[config.mk]
export PLATFORM = sky130hd
export DESIGN_NAME = avt_datapath
export DESIGN_NICKNAME = d
export VERILOG_FILES = /design/src/rtl/avt_pkg.sv /design/src/rtl/avt_datapath.sv
export SDC_FILE = /design/constraint.sdc
export NUM_CORES = 2
export LEC_CHECK = 0
export BUFFER_PORTS_ARGS = -buffer_cell sky130_fd_sc_hd__buf_2
export CAP_MARGIN = 5
export CORE_UTILIZATION = 54
export DETAILED_ROUTE_END_ITERATION = 8
export PLACE_DENSITY = 0.81
export SLEW_MARGIN = 20
export SYNTH_ARGS = -nofsm -noshare
export SYNTH_HDL_FRONTEND = slang
export SYNTH_SLANG_ARGS = --single-unit
export TNS_END_PERCENT = 100
[constraint.sdc]
create_clock -name clk -period 24.6 [get_ports clk]
set_input_delay 2.46 -clock clk [delete_from_list [all_inputs] [get_ports clk]]
set_output_delay 2.46 -clock clk [all_outputs]
set_load 0.02 [all_outputs]
[src/rtl/avt_pkg.sv]
// Shared types, codes and helpers of the attention value table.
`default_nettype none

package avt_pkg;

  localparam int VAL_W  = 24;
  localparam int FRAC_W = 16;
  localparam int SAL_W  = 17;
  localparam int ENT_W  = 8;
  localparam int CNT_W  = 9;
  localparam int CTR_W  = 32;

  localparam logic [SAL_W-1:0] ONE_Q16 = 17'h10000;

  localparam logic [2:0] OP_ALLOC  = 3'd0;
  localparam logic [2:0] OP_UPDATE = 3'd1;
  localparam logic [2:0] OP_DECAY  = 3'd2;
  localparam logic [2:0] OP_QUERY  = 3'd3;
  localparam logic [2:0] OP_CLEAR  = 3'd4;

  localparam logic [2:0] CFG_BASE  = 3'd0;
  localparam logic [2:0] CFG_MIN   = 3'd1;
  localparam logic [2:0] CFG_MAX   = 3'd2;
  localparam logic [2:0] CFG_FRAC  = 3'd3;
  localparam logic [2:0] CFG_FOCUS = 3'd4;

  typedef enum logic [2:0] {
    ST_IDLE,
    ST_ALLOC1,
    ST_ALLOC2,
    ST_SCAN,
    ST_DRAIN,
    ST_READ,
    ST_FIN
  } avt_state_t;

  // Saturated configuration seen by the arithmetic.
  typedef struct packed {
    logic [SAL_W-1:0] base_sat;
    logic [SAL_W-1:0] keep;
    logic [VAL_W-1:0] min_v;
    logic [VAL_W-1:0] hi_v;
  } avt_cfg_t;

  // Arithmetic results handed back to the sequencer.
  typedef struct packed {
    logic [VAL_W-1:0] alloc_val;
    logic [VAL_W-1:0] dec_val;
    logic             dec_drop;
  } avt_dp_res_t;

  function automatic logic [VAL_W-1:0] clamp_val(input logic [VAL_W-1:0] v,
                                                 input logic [VAL_W-1:0] lo,
                                                 input logic [VAL_W-1:0] hi);
    logic [VAL_W-1:0] r;
    r = v;
    if (v < lo) r = lo;
    else if (v > hi) r = hi;
    return r;
  endfunction

endpackage

`default_nettype wire

[src/rtl/avt_datapath.sv]
// Allocation and decay arithmetic, free-running registered stages.
`default_nettype none

module avt_datapath import avt_pkg::*; (
  input  wire logic             clk,
  input  wire avt_cfg_t         cfg,
  input  wire logic [SAL_W-1:0] salience,
  input  wire logic [VAL_W-1:0] rd_data,
  output avt_dp_res_t           res
);

  localparam int SQ_W  = 2 * SAL_W;
  localparam int PR_W  = 3 * SAL_W;
  localparam int DEC_W = VAL_W + SAL_W;

  logic [SAL_W-1:0] s_sat;
  logic [SAL_W-1:0] wgt;
  logic [SQ_W-1:0]  sq_r;
  logic [SQ_W-1:0]  lin_r;
  logic [PR_W-1:0]  prod_r;
  logic [PR_W-1:0]  acc;
  logic [DEC_W-1:0] dec_prod_r;
  logic [VAL_W-1:0] dec_next;

  assign s_sat = (salience > ONE_Q16) ? ONE_Q16 : salience;
  assign wgt   = ONE_Q16 - cfg.base_sat;

  // Stage 1: s*s, base*s and the decay product value*keep; stage 2: (1-base)*s*s.
  always_ff @(posedge clk) begin
    sq_r       <= {{SAL_W{1'b0}}, s_sat} * {{SAL_W{1'b0}}, s_sat};
    lin_r      <= {{SAL_W{1'b0}}, cfg.base_sat} * {{SAL_W{1'b0}}, s_sat};
    prod_r     <= {{(2*SAL_W){1'b0}}, wgt} * {{SAL_W{1'b0}}, sq_r};
    dec_prod_r <= {{SAL_W{1'b0}}, rd_data} * {{VAL_W{1'b0}}, cfg.keep};
  end

  assign acc      = PR_W'({lin_r, {FRAC_W{1'b0}}}) + prod_r;
  assign dec_next = dec_prod_r[VAL_W+FRAC_W-1:FRAC_W];

  assign res.alloc_val = clamp_val(VAL_W'(acc[2*FRAC_W+SAL_W-1:2*FRAC_W]),
                                   cfg.min_v, cfg.hi_v);
  assign res.dec_val   = clamp_val(dec_next, cfg.min_v, cfg.hi_v);
  assign res.dec_drop  = (dec_next <= cfg.min_v);

endmodule

`default_nettype wire

# After elaboration in Yosys (flattened, before gate mapping)
# Cells that the tools add are included.
# Widths: inputs -> output; s select.
[totals] ff_bits=156 input_bits=124 out_inout_bits=49 wordCells=21
[classes] add_sub_neg=2 mul=4 order_cmp=6 n_mux=5
[ops] operator="$mux 24" n=4
[ops] operator="$add 49x49->49" n=1
[ops] operator="$mul 17x34->49" n=1
[ops] operator="$mul 24x17->40" n=1
[ops] operator="$mul 17x17->34" n=1
[ops] operator="$mul 17x17->33" n=1
[ops] operator="$gt 17x24->1" n=1
[ops] operator="$gt 24x24->1" n=1
[ops] operator="$le 24x24->1" n=1
[ops] operator="$lt 17x24->1" n=1
[ops] operator="$lt 24x24->1" n=1
[ops] operator="$gt 17x17->1 const B" n=1
[ops] operator="$mux 17" n=1
[ops] operator="$sub 17x17->17 const A" n=1

# Logic depth before layout (Yosys ltp)
[logic_depth] ltp_word=4 mapped_depth=31 ltp_nobuf=30

# Worst setup path after synthesis
# Ideal clock, no wire load.
[synth_path] path_kind="input -> register" from="input port cfg[68] (netlist bit)" to="register prod_r[48]" setup_ps=72 t_arrival_ps=9629 required_ps=24528 slack_ps=14898 path_stages=31 n_path_buf=2 path_cell_list="clkbuf_1 > nor2_1 > nand2_1 > nor3_1 > nand2_1 > or3_1 > xor2_1 > clkbuf_1 > nand2_1 > fa_1 > inv_1 > fa_1 > inv_1 > fa_1 > inv_1 > fa_1 > fa_1 > inv_1 > fa_1 > inv_1 > ha_1 > and3_4 > a221o_1 > a21oi_2 > a2bb2oi_2 > a21boi_2 > a2111oi_4 > nor4_1 > o31a_1 > a21oi_1 > xnor2_1"
[synth_between] elab_chain_len=2
[synth_rtl] element="start: declaration" line="avt_datapath.sv:6" rtl="input wire avt_cfg_t cfg,"
[synth_rtl] element="$sub 17x17->17" line="avt_datapath.sv:26" rtl="assign wgt = ONE_Q16 - cfg.base_sat;"
[synth_rtl] element="$mul 17x34->49" line="avt_datapath.sv:32" rtl="prod_r <= {{(2*SAL_W){1'b0}}, wgt} * {{SAL_W{1'b0}}, sq_r};"
[synth_rtl] element="end signal: assignment" line="avt_datapath.sv:32"
[synth_rtl] element="end: declaration" line="avt_datapath.sv:20" rtl="logic [PR_W-1:0] prod_r;"
# No other way between the ends.

# Worst setup path in the final report
[layout_path] from="input port cfg[65] (netlist bit)" to="register prod_r[47]"
# Same word-level chain as after synthesis.

==> impl_results.md <==
- Status: finished clean
- H-Tree Depth: 4
- Worst R2R Start: sq_r[13]
- WL/cell: about 19 um
- Worst-Margin Slew: 1080 ps
- Hold Path Class: reg2reg
- Crit path from: cfg[65]
- Area grow syn2layout: 4.69%
- Final Routed Wirelength: between 100000 and 150000 um
- Final core occ: 0.570
- Fin nets: roughly 8000
- CTS tree: done
- Starting Density: 0.545
- Detail Placement HPWL: around 110000 um
- CTS sink count: between 100 and 150
- Post-synth EDFFs: 0
- Final min period: 10860 ps
- WS Path Type: in2reg
- Fin Setup TNS: 0 ps
- Top cells by area, synth: fa_1 45%, ha_1 13%, inv_1 11%
- CTS clock-pin slew for the worst setup and hold paths: 60 ps
- FF+latch count, synth: 123
- Maximum clock path buffer count: 2
- Seq/Total Area, Yosys: 0.0459
- Maximum clock frequency: slightly above 90 MHz
- Cts repair resizes: 0
- Critical Path RT: ~25000 ps
- Core Box Area: approximately 100000 sq um
- CTS Root Cell: clkbuf_16
- Clk_lat worst skew: 450 ps
- Post-CTS setup buffer count: 0
- Total CTS buffers: 17
- Crit path DAT: between 10000 and 15000 ps
- I/O pin cnt: between 150 and 200
- Biggest area consumer among synthesized cells: fa_1
- 1st-iter DRT viols: 2889
- Max stage delay on crit path: around 520 ps
- Top-area cell type share of the netlist area: 0.453
- Fraction of layout cells with a size suffix above 1: 0.0472
- Share of synthesized flip-flops with an asynchronous set or reset: 0
- CP Capture Type: flop
- Yosys cell types: ~80
- Worst Hold Launch: sq_r[32]
- Clock Skew: around 11 ps
- Final Cycle Share: 0.442
- Final WS setup: ~14000 ps
- Vias in the first global route: 44300
- Die footprint: slightly above 100000 sq um
- CP max-delay cell: fa_1
- Setup WS pre-CTS: ~13000 ps
- Routability cong.: ~0.92
- Ys Warns: 0
- Max Fanout on Critical Path: a little under 50
- RSZ-0062 raised after global routing: no
- Largest net degree at the start of global routing: between 50 and 60
- Cell area after synthesis: between 50000 and 60000 sq um
- Post-Syn Area per Cell: 8.69 sq um
- Slew Limit Fails: 0
- Row cnt: about 120
- Vias per cell: ~5.6
- Vias: slightly above 40000
- Slew HR: 0.275
- Mapped Cells: 6166
- Startpoint type of the worst setup path: input port
- Most common flop cell mapped by yosys: dfxtp_1
- Initial antenna violation count: 14
- DRT antenna net count: 0
- Residual DRC: 0
- First-pass GRT wire length: roughly 230000 um
- Die Y-Extent: 317 um
- Max_cap viols: 0
- Hold_ws: roughly 1000 ps
- Setup violators final: 0
- Die W: roughly 320 um
- GRT Total Usage: 0.292
- Grt total ovfl: 0
- PortBufs: ~170
- Final Hold Fails: 0
- CTS hold repair buffers: 0
- Drt first pass iters: 6
[worst max-delay path, delay by kind of cell]
| family | cells | cell delay (ps) |
|---|---|---|
| fa+ha+maj | 8 | 3510 |
| compound gates | 8 | 2200 |
| simple gates | 6 | 1480 |
| buf+inv | 9 | 1270 |
| xor+xnor | 2 | 250 |
[cell type report]
cell class,count,area (sq um)
flip-flops and latches,123,2460
clock buffers,20,457
fillers,8437,42300
inverters,1595,5990
clock inverters,11,144
repair buffers,206,1120
well taps,1287,1610
diodes,8,20.0
multi-input cells,4189,44300
[worst paths after layout]
path	endpoint	slack, ps	depth (start not counted)
max	prod_r[47]	13740	33
max reg2reg	prod_r[47]	17350	23
min	prod_r[48]	1040	3
min reg2reg	prod_r[48]	1040	3
[cells in the final DEF (no fill, tap or decap), drive strengths merged, types with 14 or more instances in the layout]
cell	n
inv	1596
xnor2	109
nor2	91
a211oi	14
clkbuf	20
mux2i	61
a21oi	122
nor2b	29
nor3	24
nand3	36
and2	342
nand2	1037
ha	540
nand4	26
o211ai	17
conb	37
and3	110
fa	1214
o21ai	79
o21a	20
xor2	44
dfxtp	123
a21o	90
buf	206
[stage by stage]
stage / cell area (sq um) / cells
floorplan: 53700 / 6201
global placement: 55500 / 7400
detailed placement: 55500 / 7400
CTS: 56100 / 7431
global route: 56100 / 7437
finish: 56100 / 7439
[registers in the layout, summed over array words and instances, names as in the netlist]
register,count
lin_r,33
prod_r,33
sq_r,33
dec_prod_r,24
[Yosys cell counts (4+ instances only)]
library cell,count
a21oi_1,120
a21boi_0,4
nor3_1,24
and3_1,109
and2_1,341
nand3_1,36
nand2b_1,13
a21o_1,90
fa_1,1214
and4_1,5
a211o_1,5
a211oi_1,14
a2111oi_0,5
nand4_1,26
nor2_1,91
dfxtp_1,123
clkbuf_1,273
or3_1,11
o21bai_1,11
o211ai_1,17
nor2b_1,29
o31a_1,5
mux2_2,4
a311oi_1,4
nand2_1,1037
buf_1,16
o21a_1,20
o21ai_0,76
mux2i_1,61
nor4_1,11
or2_2,6
inv_1,1595
a31oi_1,10
xnor2_1,108
a221o_1,5
a31o_2,4
ha_1,540
xor2_1,44
[cells by family (layout without fill, tap and decap cells)]
family,after synthesis,count (layout),share of synthesized area
AO/OA/AOI/OAI,431,431,0.0540
AND/OR/NAND/NOR,1749,1749,0.151
buffers and inverters,1889,1832,0.132
other,2,45,0.000140
flip-flops,123,123,0.0459
adder cells (fa/ha/maj),1754,1754,0.579
multiplexers,65,65,0.0122
XOR/XNOR,153,153,0.0251
[layer usage]
metal	routed length [um]	track usage	part of all wire
met1	51700	0.364	0.37
met2	66000	0.477	0.47
met3	12900	0.0551	0.092
met4	9220	0.168	0.066
met5	104	0	0.00074
Power is left out: the tool's default activity adds up to more than one toggle a clock period on the data nets, which glitch-free logic cannot reach.
